--- config.mk ---
export PLATFORM = sky130hd
export DESIGN_NAME = sms_deliver_pdu_parser_top
export DESIGN_NICKNAME = d
export VERILOG_FILES = /design/src/rtl/sdp_pkg.sv /design/src/rtl/sdp_step.sv /design/src/rtl/sdp_outbuf.sv /design/src/rtl/sms_deliver_pdu_parser_top.sv
export SDC_FILE = /design/constraint.sdc
export NUM_CORES = 1
export LEC_CHECK = 0
export BUFFER_PORTS_ARGS = -buffer_cell sky130_fd_sc_hd__buf_2
export CORE_ASPECT_RATIO = 0.75
export CORE_UTILIZATION = 45
export CTS_CLUSTER_SIZE = 24
export DETAILED_ROUTE_END_ITERATION = 10
export RECOVER_POWER = 100
export SLEW_MARGIN = 20
export SYNTH_ARGS = -nofsm -noshare
export SYNTH_HDL_FRONTEND = slang
export SYNTH_SLANG_ARGS = --single-unit
--- constraint.sdc ---
create_clock -name clk -period 4.35 [get_ports clk]
set_clock_uncertainty 0.1 [all_clocks]
set_input_delay 0.6525 -clock clk [delete_from_list [all_inputs] [get_ports clk]]
set_output_delay 0.6525 -clock clk [all_outputs]
set_load 0.1 [all_outputs]
--- src/rtl/sdp_pkg.sv ---
// Shared types and constants for the SMS-DELIVER PDU parser.
`default_nettype none

package sdp_pkg;

  // Parser phases
  typedef enum logic [3:0] {
    PH_SCA_LEN,
    PH_SCA_SKIP,
    PH_FIRST,
    PH_ADDR_LEN,
    PH_ADDR_TYPE,
    PH_ADDR_DIGITS,
    PH_PID,
    PH_CODING,
    PH_STAMP,
    PH_UDL,
    PH_MSG,
    PH_DRAIN
  } phase_t;

  // Result kinds
  localparam logic [1:0] KIND_DIGIT  = 2'd0;
  localparam logic [1:0] KIND_OCTET  = 2'd1;
  localparam logic [1:0] KIND_STATUS = 2'd2;

  // Status codes
  localparam logic [3:0] ST_OK            = 4'd0;
  localparam logic [3:0] ST_TRUNCATED     = 4'd1;
  localparam logic [3:0] ST_BAD_SCA_LEN   = 4'd2;
  localparam logic [3:0] ST_NOT_DELIVER   = 4'd3;
  localparam logic [3:0] ST_BAD_ADDR_LEN  = 4'd4;
  localparam logic [3:0] ST_BAD_ADDR_TYPE = 4'd5;
  localparam logic [3:0] ST_BAD_DIGIT     = 4'd6;
  localparam logic [3:0] ST_BAD_CODING    = 4'd7;
  localparam logic [3:0] ST_TOO_LONG      = 4'd8;

  // Configuration register indexes
  localparam logic CFG_MAX_SENDER_DIGITS  = 1'b0;
  localparam logic CFG_MAX_MESSAGE_OCTETS = 1'b1;

  // Protocol constants
  localparam logic [7:0] SCA_MAX_OCTETS  = 8'd10;
  localparam logic [7:0] TYPE_FIELD_MASK = 8'h03;
  localparam logic [7:0] TYPE_DELIVER    = 8'h00;
  localparam int         ADDR_TYPE_BIT   = 7;
  localparam logic [7:0] CODING_8BIT     = 8'h04;
  localparam logic [3:0] STAMP_OCTETS    = 4'd7;
  localparam logic [3:0] FILLER_NIBBLE   = 4'hF;
  localparam logic [3:0] MAX_DECIMAL     = 4'd9;

  // Reset values of the configuration registers
  localparam logic [4:0] MAX_DIGITS_RESET = 5'd16;
  localparam logic [7:0] MAX_OCTETS_RESET = 8'd140;

  // One result beat
  typedef struct packed {
    logic [1:0] kind;
    logic [7:0] value;
    logic [3:0] status;
    logic       run_end;
  } result_t;

  // Up to three results per input beat, slot 0 first
  typedef result_t [2:0] result_set_t;

  // Parser state
  typedef struct packed {
    phase_t     phase;
    logic [3:0] skip_left;
    logic [3:0] addr_left;
    logic [7:0] msg_left;
    logic       digit_fault;
  } parse_state_t;

endpackage

`default_nettype wire

--- src/rtl/sdp_step.sv ---
// Per-octet decode: next parser state and the results one octet produces.
`default_nettype none

module sdp_step (
  input  sdp_pkg::parse_state_t cur,
  input  logic [7:0]            octet,
  input  logic                  eop,
  input  logic [4:0]            max_digits,
  input  logic [7:0]            max_octets,
  output sdp_pkg::parse_state_t nxt,
  output sdp_pkg::result_set_t  res,
  output logic [1:0]            res_count
);

  always_comb begin
    logic       st_valid;
    logic [3:0] st_code;
    logic       was_drain;
    logic [8:0] even;
    logic       last;
    logic [3:0] lo;
    logic [3:0] hi;
    logic       fault;
    logic       lo_v;
    logic       hi_v;
    logic       oct_v;
    logic [1:0] n;

    nxt       = cur;
    st_valid  = 1'b0;
    st_code   = sdp_pkg::ST_OK;
    was_drain = (cur.phase == sdp_pkg::PH_DRAIN);
    even      = {1'b0, octet} + {8'd0, octet[0]};
    last      = (cur.addr_left <= 4'd1);
    lo        = octet[3:0];
    hi        = octet[7:4];
    fault     = cur.digit_fault;
    lo_v      = 1'b0;
    hi_v      = 1'b0;
    oct_v     = 1'b0;
    n         = 2'd0;
    res       = '0;

    // phase update
    case (cur.phase)
      sdp_pkg::PH_SCA_LEN: begin
        if (octet > sdp_pkg::SCA_MAX_OCTETS) begin
          st_valid = 1'b1;
          st_code  = sdp_pkg::ST_BAD_SCA_LEN;
        end else begin
          nxt.skip_left = octet[3:0];
          nxt.phase = (octet != 8'd0) ? sdp_pkg::PH_SCA_SKIP : sdp_pkg::PH_FIRST;
        end
      end
      sdp_pkg::PH_SCA_SKIP: begin
        nxt.skip_left = cur.skip_left - 4'd1;
        if (nxt.skip_left == 4'd0) nxt.phase = sdp_pkg::PH_FIRST;
      end
      sdp_pkg::PH_FIRST: begin
        if ((octet & sdp_pkg::TYPE_FIELD_MASK) != sdp_pkg::TYPE_DELIVER) begin
          st_valid = 1'b1;
          st_code  = sdp_pkg::ST_NOT_DELIVER;
        end else begin
          nxt.phase = sdp_pkg::PH_ADDR_LEN;
        end
      end
      sdp_pkg::PH_ADDR_LEN: begin
        if (octet == 8'd0) begin
          st_valid = 1'b1;
          st_code  = sdp_pkg::ST_BAD_ADDR_LEN;
        end else if (!eop) begin
          if (even > {4'd0, max_digits}) begin
            st_valid = 1'b1;
            st_code  = sdp_pkg::ST_BAD_ADDR_LEN;
          end else begin
            nxt.addr_left   = even[4:1];
            nxt.digit_fault = 1'b0;
            nxt.phase       = sdp_pkg::PH_ADDR_TYPE;
          end
        end
      end
      sdp_pkg::PH_ADDR_TYPE: begin
        if (!octet[sdp_pkg::ADDR_TYPE_BIT]) begin
          st_valid = 1'b1;
          st_code  = sdp_pkg::ST_BAD_ADDR_TYPE;
        end else begin
          nxt.phase = sdp_pkg::PH_ADDR_DIGITS;
        end
      end
      sdp_pkg::PH_ADDR_DIGITS: begin
        // low nibble first; a filler F is allowed only as the last high nibble
        if (!fault) begin
          if (lo <= sdp_pkg::MAX_DECIMAL) lo_v = 1'b1;
          else fault = 1'b1;
        end
        if (!fault) begin
          if (hi <= sdp_pkg::MAX_DECIMAL) hi_v = 1'b1;
          else if (!(last && hi == sdp_pkg::FILLER_NIBBLE)) fault = 1'b1;
        end
        nxt.digit_fault = fault;
        nxt.addr_left   = cur.addr_left - 4'd1;
        if (last) begin
          nxt.addr_left = 4'd0;
          if (fault) begin
            st_valid = 1'b1;
            st_code  = sdp_pkg::ST_BAD_DIGIT;
          end else begin
            nxt.phase = sdp_pkg::PH_PID;
          end
        end
      end
      sdp_pkg::PH_PID: begin
        nxt.phase = sdp_pkg::PH_CODING;
      end
      sdp_pkg::PH_CODING: begin
        if (octet != sdp_pkg::CODING_8BIT) begin
          st_valid = 1'b1;
          st_code  = sdp_pkg::ST_BAD_CODING;
        end else begin
          nxt.skip_left = sdp_pkg::STAMP_OCTETS;
          nxt.phase     = sdp_pkg::PH_STAMP;
        end
      end
      sdp_pkg::PH_STAMP: begin
        nxt.skip_left = cur.skip_left - 4'd1;
        if (nxt.skip_left == 4'd0) nxt.phase = sdp_pkg::PH_UDL;
      end
      sdp_pkg::PH_UDL: begin
        if (octet > max_octets) begin
          st_valid = 1'b1;
          st_code  = sdp_pkg::ST_TOO_LONG;
        end else if (octet == 8'd0) begin
          st_valid = 1'b1;
          st_code  = sdp_pkg::ST_OK;
        end else begin
          nxt.msg_left = octet;
          nxt.phase    = sdp_pkg::PH_MSG;
        end
      end
      sdp_pkg::PH_MSG: begin
        oct_v        = 1'b1;
        nxt.msg_left = cur.msg_left - 8'd1;
        if (nxt.msg_left == 8'd0) begin
          st_valid = 1'b1;
          st_code  = sdp_pkg::ST_OK;
        end
      end
      default: begin
        // draining until end of PDU
      end
    endcase

    // early end of PDU
    if (!st_valid && eop && !was_drain) begin
      st_valid = 1'b1;
      st_code  = sdp_pkg::ST_TRUNCATED;
    end

    if (st_valid) nxt.phase = eop ? sdp_pkg::PH_SCA_LEN : sdp_pkg::PH_DRAIN;
    else if (eop) nxt.phase = sdp_pkg::PH_SCA_LEN;

    if (nxt.phase == sdp_pkg::PH_SCA_LEN) begin
      nxt.skip_left   = 4'd0;
      nxt.addr_left   = 4'd0;
      nxt.msg_left    = 8'd0;
      nxt.digit_fault = 1'b0;
    end

    // pack results in order
    if (lo_v) begin
      res[n] = '{kind: sdp_pkg::KIND_DIGIT, value: {4'd0, lo},
                 status: sdp_pkg::ST_OK, run_end: 1'b0};
      n = n + 2'd1;
    end
    if (hi_v) begin
      res[n] = '{kind: sdp_pkg::KIND_DIGIT, value: {4'd0, hi},
                 status: sdp_pkg::ST_OK, run_end: 1'b0};
      n = n + 2'd1;
    end
    if (oct_v) begin
      res[n] = '{kind: sdp_pkg::KIND_OCTET, value: octet,
                 status: sdp_pkg::ST_OK, run_end: 1'b0};
      n = n + 2'd1;
    end
    if (st_valid) begin
      res[n] = '{kind: sdp_pkg::KIND_STATUS, value: 8'd0,
                 status: st_code, run_end: 1'b0};
      n = n + 2'd1;
    end
    if (n != 2'd0) res[n - 2'd1].run_end = 1'b1;

    res_count = n;
  end

endmodule

`default_nettype wire

--- src/rtl/sdp_outbuf.sv ---
// Result register: holds the results of one octet and hands them out one beat at a time.
`default_nettype none

module sdp_outbuf (
  input  logic                 clk,
  input  logic                 rst,
  input  logic                 load,
  input  sdp_pkg::result_set_t load_res,
  input  logic [1:0]           load_count,
  output logic                 can_load,
  output logic                 out_valid,
  input  logic                 out_ready,
  output sdp_pkg::result_t     out_res
);

  sdp_pkg::result_set_t slots;
  logic [1:0]           head;
  logic [1:0]           count;

  // room for a new set once the last pending beat leaves
  assign can_load  = (count == 2'd0) || (count == 2'd1 && out_ready);
  assign out_valid = (count != 2'd0);
  assign out_res   = slots[head];

  // slots need no reset
  always_ff @(posedge clk) begin
    if (load) slots <= load_res;
  end

  // pointer and fill count
  always_ff @(posedge clk) begin
    if (rst) begin
      head  <= 2'd0;
      count <= 2'd0;
    end else if (load) begin
      head  <= 2'd0;
      count <= load_count;
    end else if (out_valid && out_ready) begin
      head  <= head + 2'd1;
      count <= count - 2'd1;
    end
  end

endmodule

`default_nettype wire

--- src/rtl/sms_deliver_pdu_parser_top.sv ---
// Top level of the SMS-DELIVER PDU parser: config registers, parser state, result buffer.
`default_nettype none

// The parser takes one binary PDU octet per beat and decodes it in the cycle it is
// accepted; each octet yields zero to three result beats (sender digits, a message
// octet, a closing status). Results leave through a single output port at one beat
// per cycle while out_ready is high, so an octet with no result lets the next octet
// in on the next cycle, while an octet with results holds the input until its last
// result leaves. The next octet is accepted in the same cycle as the
// last pending result of the previous one. No clearing pass follows reset.
module sms_deliver_pdu_parser_top (
  input  logic       clk,
  input  logic       rst,
  // configuration writes
  input  logic       cfg_we,
  input  logic       cfg_index,
  input  logic [7:0] cfg_data,
  // PDU octets in
  input  logic       in_valid,
  output logic       in_ready,
  input  logic [7:0] pdu_octet,
  input  logic       end_of_pdu,
  // results out
  output logic       out_valid,
  input  logic       out_ready,
  output logic [1:0] kind,
  output logic [7:0] value,
  output logic [3:0] status,
  output logic       run_end
);

  logic [4:0]            max_sender_digits;
  logic [7:0]            max_message_octets;
  sdp_pkg::parse_state_t state;
  sdp_pkg::parse_state_t state_next;
  sdp_pkg::result_set_t  step_res;
  logic [1:0]            step_count;
  sdp_pkg::result_t      out_res;
  logic                  in_fire;

  assign in_fire = in_valid && in_ready;

  // configuration registers
  always_ff @(posedge clk) begin
    if (rst) begin
      max_sender_digits  <= sdp_pkg::MAX_DIGITS_RESET;
      max_message_octets <= sdp_pkg::MAX_OCTETS_RESET;
    end else if (cfg_we) begin
      case (cfg_index)
        sdp_pkg::CFG_MAX_SENDER_DIGITS:  max_sender_digits  <= cfg_data[4:0];
        sdp_pkg::CFG_MAX_MESSAGE_OCTETS: max_message_octets <= cfg_data;
        default: ;
      endcase
    end
  end

  // octet decode
  sdp_step u_step (
    .cur        (state),
    .octet      (pdu_octet),
    .eop        (end_of_pdu),
    .max_digits (max_sender_digits),
    .max_octets (max_message_octets),
    .nxt        (state_next),
    .res        (step_res),
    .res_count  (step_count)
  );

  // parser state
  always_ff @(posedge clk) begin
    if (rst) begin
      state.phase       <= sdp_pkg::PH_SCA_LEN;
      state.skip_left   <= 4'd0;
      state.addr_left   <= 4'd0;
      state.msg_left    <= 8'd0;
      state.digit_fault <= 1'b0;
    end else if (in_fire) begin
      state <= state_next;
    end
  end

  // result buffer
  sdp_outbuf u_outbuf (
    .clk        (clk),
    .rst        (rst),
    .load       (in_fire),
    .load_res   (step_res),
    .load_count (step_count),
    .can_load   (in_ready),
    .out_valid  (out_valid),
    .out_ready  (out_ready),
    .out_res    (out_res)
  );

  assign kind    = out_res.kind;
  assign value   = out_res.value;
  assign status  = out_res.status;
  assign run_end = out_res.run_end;

  // a status beat always closes the run of its octet
  a_status_last: assert property (@(posedge clk) disable iff (rst)
    out_valid && kind == sdp_pkg::KIND_STATUS |-> run_end)
    else $error("status beat without run_end");

  // digit and octet beats carry a zero status
  a_data_status_zero: assert property (@(posedge clk) disable iff (rst)
    out_valid && kind != sdp_pkg::KIND_STATUS |-> status == sdp_pkg::ST_OK)
    else $error("non-status beat with non-zero status");

  // the final octet of a PDU returns the parser to the start
  a_eop_restart: assert property (@(posedge clk) disable iff (rst)
    in_fire && end_of_pdu |=> state.phase == sdp_pkg::PH_SCA_LEN)
    else $error("parser not restarted after end of PDU");

endmodule

`default_nettype wire

==> results of run 1 <==
-- synthesized netlist by cell type (all sizes together) (2+ instances only) --
cell / count / area share [%]
ha: 29 / 7.0
a221oi: 2 / 0.34
and3: 6 / 0.82
nor4: 9 / 1.7
nand4: 5 / 0.60
buf: 6 / 0.91
o21ai: 41 / 3.9
nand2: 65 / 4.7
nand4b: 4 / 0.67
and2: 21 / 2.5
nor3: 18 / 1.9
xor2: 2 / 0.34
a22oi: 4 / 0.67
o31ai: 8 / 1.2
a21boi: 2 / 0.29
clkbuf: 29 / 2.1
or3: 10 / 1.2
nor2: 48 / 3.5
nand2b: 11 / 1.6
a22o: 5 / 0.84
a2111o: 2 / 0.43
a41oi: 2 / 0.34
a21oi: 47 / 4.6
mux2i: 26 / 5.0
nor2b: 9 / 1.1
a31oi: 4 / 0.60
dfxtp: 38 / 15
nand3b: 2 / 0.29
inv: 35 / 2.5
xnor2: 7 / 1.2
nor3b: 2 / 0.29
o211ai: 5 / 0.72
o2111ai: 2 / 0.34
or4: 5 / 0.72
o21a: 4 / 0.58
edfxtp: 45 / 26
a211oi: 2 / 0.29
o21bai: 2 / 0.29
nand3: 6 / 0.58
-- per-layer routing --
layer	part of all wire [%]	global-route usage, %	up-vias
met1	48	30.24	2041
met2	44	36.51	125
met5	0	0	-
met4	2.0	8.936	0
met3	5.6	5.275	18
li1	-	-	2157
-- final timing paths --
path,from,end,slack [ns],cells after the start
max,pdu_octet[0],u_outbuf.slots[42]$_DFFE_PP_,0.54,12
min,max_message_octets[5]$_SDFFE_PP0P_,max_message_octets[5]$_SDFFE_PP0P_,0.36,2
max reg2reg,state[17]$_SDFFE_PP0P_,u_outbuf.slots[22]$_DFFE_PP_,0.88,12
min reg2reg,max_message_octets[5]$_SDFFE_PP0P_,max_message_octets[5]$_SDFFE_PP0P_,0.36,2
-- tightest hold or removal path: stages (launching register included) --
cell and delay, ns:
dfxtp_1 0.31, nand2_1 0.05, a21oi_1 0.05
-- registers in the layout, summed over array words and instances, names as in the netlist --
name,count
u_outbuf.head,2
state,21
max_message_octets,8
max_sender_digits,5
u_outbuf.slots,45
u_outbuf.count,2
-- power by group --
group / internal [mW] / switching [mW] / leakage (nW)
Combinational: 0.293 / 1.12 / 1.26
Sequential: 1.03 / 0.107 / 0.751
Clock: 0.448 / 0.332 / 0.144
-- area by class of cell --
cell class / instances / area, um2 / share of cell area (%)
inverters: 35 / 131.4 / 2.298
flip-flops and latches: 83 / 2112 / 36.94
repair buffers: 46 / 214.0 / 3.743
multi-input cells: 433 / 2786 / 48.74
clock buffers: 9 / 225.2 / 3.940
clock inverters: 7 / 72.57 / 1.269
well taps: 140 / 175.2 / 3.064
-- logic make-up (layout without fill, tap and decap cells) --
logic type                 Yosys count  count (layout)  synth area share (%)
AOI/OAI and AO/OA                  141             141                 16.98
adders and majority gates           29              29                 6.976
muxes                               26              26                 5.004
buffers and inverters               70              97                 5.533
and+or+nand+nor                    228             228                 23.38
DFF                                 83              83                 40.61
xor gates and xnor gates             9               9                 1.516
-- stage by stage --
step	utilization, %	total power, mW	instance area [um2]	instances	hold slack, ns
finish	51.47	3.331	5717	753	0.3600
global route	51.47	3.503	5717	753	0.3927
CTS	51.97	3.379	5772	753	0.3620
detailed placement	49.28	2.594	5474	737	0.3540
global placement	49.28	2.579	5474	737	0.3509
floorplan	-	2.316	5201	586	0.3363
==> flow_summary.toml, run 1 <==
[final_layout]
n_antenna_cell = 0
layout_common_cells = "nand2_1, nor2_1, a21oi_1"
fillerInstances = 1040
mostFrequentLayoutCell = "nand2_1"
layout-area-overhead-vs-synth_pct = 9.911
layout-drive-gt1-share_pct = 8.320
num-nets-final = 660

[routing]
post_drt_via_cell_ratio = 5.765
wl_um = 12990
drc = 0
detailedRoute.firstIterationViolations = 280
number_of_nets_with_antenna_violations_after_detailed_routing = 0
detailroute.via_count = 4341
detailedRoute.firstPassIterationCount = 5
wl_per_cell_um = 17.26

[worst_hold_path]
hold_class = "flop to flop"

[critical_path]
setup.worst_path.start_class = "input port"
cp_cell_sequence = "clkbuf_1 -> ha_1 -> nand3_1 -> xnor2_1 -> ha_1 -> inv_1 -> a211oi_1 -> a31oi_1 -> nor4_4 -> nand2b_1 -> and3_1 -> and2_0"
worst_path_largest_cell_delay_ns = 0.44
cp.buffers_inverters = 2
critPathCaptureType = "flop"
critical_path_peak_fanout = 10
critical-path-slowest-cell = "clkbuf_1"
critPathArrivalTime_ns = 3.92
cpLargestDelayFamily = "simple AND/OR/NAND/NOR gates"
critical_path_class = "input port to flop"
cpMostUsedCell = "ha_1"
cp.required_ns = 4.46

[clocking]
cts_max_path_buffers = 2
cts_root_buf = "clkbuf_16"
cts-hold-fix-buffers = 0
post-cts-setup-buffers = 0
cts_inserted_buffers = 9
clock_tree.htree_level_count = 3
cts_resized = 0
numClockSinks = 83
clk_pin_slew_ns = 0.06
clock_latency_ns = 0.35
tritoncts_clock_tree = "yes"

[power_and_ir_drop]
vdd.ir_drop.worst_mv = 0.2480
static_leakage_power_nw = 2.157
power.density_cell_area_nw_per_um2 = 582.7

[logic_synthesis]
synth.yosys.warnings = 0
synth_enable_flop_cells = 45
synth_top_flop_cell = "edfxtp_1"
yosys_register_bits = 83
netlist_area_um2 = 5201
avg_inst_size_synth_um2 = 8.876
synth_cell_type_count = 67
synth_seq_area_share_pct = 40.61
synth_cells = 586
synth-async-reset-ratio_pct = 0
syn-num-nets = 638

[global_route]
overflow = 0
grtUsageTotal_pct = 22.86
grt_pass1_wl_um = 21180
grt_start_max_net_pins = 53
initial_antenna_violation_count = 0
grt_pass1_vias = 4130

[place]
pre_cts_ws_ns = 0.4846
place.port_buffers = 39
dp_hpwl_um = 9060
globalplace.congestion = 0.8737

[die]
floorplan.die_area_um2 = 12000
die_w_um = 126.1
core_region_area_um2 = 11110
starting_density_of_the_core_pct = 46.83
chipHeight_um = 95.11
placementRows = 33
ioPinCount = 40

[sta]
rsz0062_at_grt = "no"
final_min_period_over_clock_period_pct = 87.69
max_clock_freq_ghz = 0.2622
finalMaxSlewViolations = 0
post-route-min-period_ns = 3.814
hold_violations = 0
worst_pin_slew_ns = 1.212
relSlewSlack_pct = 19.17
finalSetupViolations = 0
fin_tns_setup_ns = 0
finalWorstSetupSlack_ns = 0.5355

[flow_run]
maxCapViolCount = 0

[status]
status = "finished, final reports clean"
Note: power is estimated with default switching activity, not from simulation.
==> inputs of run 2 (changes only) <==
Settings changed: CTS_BUF_LIST set to sky130_fd_sc_hd__clkbuf_4.
==> flow_summary.toml, run 2 (synthesized netlist as in run 1, its figures left out) <==
[critical_path]
cpLargestDelayFamily = "buffers and inverters"
cp.buffers_inverters = 2
r2r_end = "u_outbuf.slots[20]$_DFFE_PP_"
critical_path_peak_fanout = 18
setup.worst_path.start_class = "flop"
r2r_cells = 12
timing.reg2reg.setup_slack_ns = 0.86
cp_cell_sequence = "nor2b_1 -> buf_4 -> nand2_1 -> o21ai_0 -> clkbuf_1"
critPathArrivalTime_ns = 3.07
critPathCaptureType = "primary output"
crit-reg2reg-launch = "state[19]$_SDFFE_PP0P_"
beginning_of_the_critical_path = "u_outbuf.head[0]$_SDFFE_PP0P_"
worst_path_largest_cell_delay_ns = 0.88
cp.required_ns = 3.60
critical-path-slowest-cell = "clkbuf_1"
critical_path_class = "flop to primary output"

[final_layout]
fillerInstances = 1056
layout-area-overhead-vs-synth_pct = 7.000
largest_registers = "u_outbuf.slots (45), state (21), max_message_octets (8)"
n_antenna_cell = 0
largest_register_ff_count = 45
layout-drive-gt1-share_pct = 8.972
layout_common_cells = "nand2_1, nor2_1, a21oi_1"
mostFrequentLayoutCell = "nand2_1"
registers.top_by_ff_count = "u_outbuf.slots"
num-nets-final = 660

[clocking]
numClockSinks = 83
clock_latency_ns = 0.46
clk_pin_slew_ns = 0.14
cts_root_buf = "clkbuf_4"
tritoncts_clock_tree = "yes"
post-cts-setup-buffers = 0
cts_inserted_buffers = 9
cts-hold-fix-buffers = 0
cts_max_path_buffers = 2
clock_tree.htree_level_count = 3
cts_resized = 0

[power_and_ir_drop]
switching_share_pct = 50.16
vdd.ir_drop.worst_mv = 0.2463
power.total_mw = 3.022
power.density_cell_area_nw_per_um2 = 543.0
internal_power_mw = 1.506
static_leakage_power_nw = 2.103
sequentialPowerShare_pct = 37.6
p_clk_share_pct = 15.6
netSwitchingPower_mw = 1.516
comb_power_share_pct = 46.9

[worst_hold_path]
min_delay_worst_endpoint = "max_message_octets[7]$_SDFFE_PP1P_"
hold_path.startpoint = "cfg_data[7]"
worstHoldPathCells = 3
hold_class = "input port to flop"

[routing]
detailroute.via_count = 4332
drc = 0
post_drt_via_cell_ratio = 5.753
wl_per_cell_um = 17.10
detailedRoute.firstPassIterationCount = 4
number_of_nets_with_antenna_violations_after_detailed_routing = 0
wl_um = 12870
detailedRoute.firstIterationViolations = 258

[die]
placementRows = 33
chipHeight_um = 95.11
core_region_area_um2 = 11110
die_w_um = 126.1
starting_density_of_the_core_pct = 46.83
ioPinCount = 40
floorplan.die_area_um2 = 12000

[sta]
finalSetupViolations = 0
worst_pin_slew_ns = 1.209
post-route-min-period_ns = 3.819
max_clock_freq_ghz = 0.2619
hold_violations = 0
finalMaxSlewViolations = 0
relSlewSlack_pct = 19.38
final_min_period_over_clock_period_pct = 87.79
fin_worst_hold_slack_ns = 0.3203
rsz0062_at_grt = "no"
fin_tns_setup_ns = 0

[global_route]
grt_start_max_net_pins = 53
grt_pass1_wl_um = 21010
grtUsageTotal_pct = 22.63
initial_antenna_violation_count = 0
grt_pass1_vias = 4137
overflow = 0

[place]
globalplace.congestion = 0.8737
dp_hpwl_um = 9060
place.port_buffers = 39

[flow_run]
maxCapViolCount = 0

[status]
status = "finished, final reports clean"
[run 2: power groups by stage]
stage | sequential [mW] | combinational, mW | clock [mW]
final | 1.14 | 1.42 | 0.470
after global routing | 1.16 | 1.52 | 0.514
after CTS | 1.13 | 1.45 | 0.486
after detailed placement | 1.15 | 1.44 | 0
after global placement | 1.15 | 1.43 | 0
after floorplan | 1.09 | 1.23 | 0
[run 2: layout make-up]
type                    count  area (um2)  area share [%]
inverters                  35       131.4           2.361
clock buffers               9       67.56           1.214
clock inverters             7       72.57           1.304
well taps                 140       175.2           3.147
repair buffers             46       220.2           3.957
flip-flops and latches     83        2112           37.95
multi-input cells         433        2786           50.07
[run 2: per-stage QoR]
| step | std cells | utilization, % | worst slack, ns | instance area (um2) |
|---|---|---|---|---|
| global placement | 737 | 49.28 | 0.5706 | 5474 |
| detailed placement | 737 | 49.28 | 0.4846 | 5474 |
| global route | 753 | 50.11 | 0.3230 | 5565 |
| CTS | 753 | 50.55 | 0.8810 | 5614 |
| finish | 753 | 50.11 | 0.5310 | 5565 |
| floorplan | 586 | - | 0.1065 | 5201 |
[run 2: worst register-to-register path: cells and delay by family (launching register included)]
| kind | cells | cell delay [ns] |
|---|---|---|
| xor+xnor | 1 | 0.29 |
| simple gates | 6 | 1.33 |
| buf+inv | 2 | 0.22 |
| fa+ha+maj | 2 | 0.51 |
| flops | 1 | 0.75 |
| compound gates | 1 | 0.18 |
[run 2: metal layers]
layer	up-vias	wire (um)	global-route usage, %	share of wire [%]
met5	-	0	0.8403	0
met4	0	227	7.430	1.8
met3	19	676	5.668	5.3
met2	121	5780	36.88	45
met1	2039	6189	29.54	48
li1	2153	-	-	-
[run 2: how the worst max path moves through the flow]
stage | endpoint | slack, ns | cells past startpoint
finish | value[3] | 0.53 | 5
detailed placement | u_outbuf.slots[5]$_DFFE_PP_ | 0.48 | 13
floorplan | state[3]$_SDFFE_PP0P_ | 0.11 | 10
global route | value[3] | 0.32 | 5
global placement | u_outbuf.slots[8]$_DFFE_PP_ | 0.57 | 13
CTS | value[0] | 0.88 | 5
==> inputs of run 3 (changes only) <==
Settings changed: GPL_TIMING_DRIVEN set to 0, RECOVER_POWER 100 to unset.
==> flow_summary.toml, run 3 (synthesized netlist as in run 1, its figures left out) <==
[die]
chipHeight_um = 95.11
ioPinCount = 40
core_region_area_um2 = 11110
placementRows = 33
die_w_um = 126.1
starting_density_of_the_core_pct = 46.83
floorplan.die_area_um2 = 12000

[global_route]
grt_pass1_wl_um = 22390
initial_antenna_violation_count = 0
grt_pass1_vias = 4180
overflow = 0
grt_start_max_net_pins = 55
grtUsageTotal_pct = 24.69

[final_layout]
layout-drive-gt1-share_pct = 11.42
largest_registers = "u_outbuf.slots (45), state (21), max_message_octets (8)"
largest_register_ff_count = 45
mostFrequentLayoutCell = "nand2_1"
registers.top_by_ff_count = "u_outbuf.slots"
layout-area-overhead-vs-synth_pct = 9.382
layout_common_cells = "nand2_1, nor2_1, a21oi_1"
final_util_pct = 51.22
n_antenna_cell = 0
num-nets-final = 686

[routing]
wl_um = 14110
detailroute.via_count = 4473
post_drt_via_cell_ratio = 5.742
wl_per_cell_um = 18.11
drc = 0
detailedRoute.firstIterationViolations = 359
number_of_nets_with_antenna_violations_after_detailed_routing = 0
detailedRoute.firstPassIterationCount = 5

[sta]
relSlewSlack_pct = 28.50
final_min_period_over_clock_period_pct = 90.45
finalMaxSlewViolations = 0
rsz0062_at_grt = "no"
worst_pin_slew_ns = 1.063
finalSetupViolations = 0
fin_tns_setup_ns = 0
max_clock_freq_ghz = 0.2541
hold_violations = 0
finalWorstSetupSlack_ns = 0.4153
post-route-min-period_ns = 3.935
fin_worst_hold_slack_ns = 0.3131

[clocking]
clk_pin_slew_ns = 0.16
numClockSinks = 83
post-cts-setup-buffers = 0
cts_resized = 0
tritoncts_clock_tree = "yes"
clock_latency_ns = 0.45
cts-hold-fix-buffers = 0
cts_max_path_buffers = 2
clock_tree.htree_level_count = 3
cts_root_buf = "clkbuf_4"
cts_inserted_buffers = 9

[place]
dp_hpwl_um = 10030
globalplace.congestion = 0.9069
pre_cts_ws_ns = 0.05083
place.port_buffers = 37

[flow_run]
maxCapViolCount = 0

[critical_path]
cp.required_ns = 4.57
critPathCaptureType = "flop"
critical_path_peak_fanout = 10
setup.worst_path.start_class = "input port"
timing.reg2reg.setup_slack_ns = 0.94
critPathArrivalTime_ns = 4.15
critical_path_class = "input port to flop"

[power_and_ir_drop]
power.density_cell_area_nw_per_um2 = 535.2
static_leakage_power_nw = 2.176
power.total_mw = 3.045
vdd.ir_drop.worst_mv = 0.4272

[status]
status = "finished, final reports clean"

[worst_hold_path]
hold_class = "input port to flop"
run 3: critical path: stages:
cell and delay (ns):
buf_2 0.16, clkbuf_1 0.50, nand3_1 0.17, xnor2_1 0.36, ha_1 0.33, a21oi_1 0.14
o21ai_0 0.12, a22oi_2 0.25, a31oi_2 0.20, nor4_4 0.36, nand2b_1 0.41, inv_2 0.10
a21oi_2 0.23, and2_1 0.17
run 3: power by group:
| part | switching [mW] | internal [mW] | total (mW) |
|---|---|---|---|
| combinational | 1.19 | 0.333 | 1.53 |
| clock | 0.305 | 0.131 | 0.436 |
| sequential | 0.0560 | 1.03 | 1.08 |
run 3: metal layers:
layer	vias to the layer above	track usage, %	part of all wire (%)
met5	-	0	0
met4	0	7.329	1.5
met3	15	4.602	6.7
met2	164	38.81	42
met1	2096	34.60	49
li1	2198	-	-
run 3: worst paths after layout:
path	startpoint	endpoint	depth (start not counted)
hold reg to reg	max_message_octets[6]$_SDFFE_PP0P_	max_message_octets[6]$_SDFFE_PP0P_	2
setup / recovery	pdu_octet[3]	u_outbuf.slots[7]$_DFFE_PP_	14
setup reg to reg	state[20]$_SDFFE_PP0P_	u_outbuf.slots[7]$_DFFE_PP_	10
hold / removal	cfg_data[6]	max_message_octets[6]$_SDFFE_PP0P_	3
run 3: through the flow:
step	area, um2	instances
6_report	5689	779
5_1_grt	5689	779
4_1_cts	5689	779
3_5_place_dp	5565	763
3_3_place_gp	5562	763
2_1_floorplan	5201	586
run 3: area by class of cell:
cell class,count,area [um2]
fill,1089,5418
buffer,35,160.2
multi-input combinational,433,2801
tap,140,175.2
timing repair buffer,37,185.2
clock buffer,10,75.07
clock inverter,6,48.80
sequential,83,2112
inverter,35,131.4
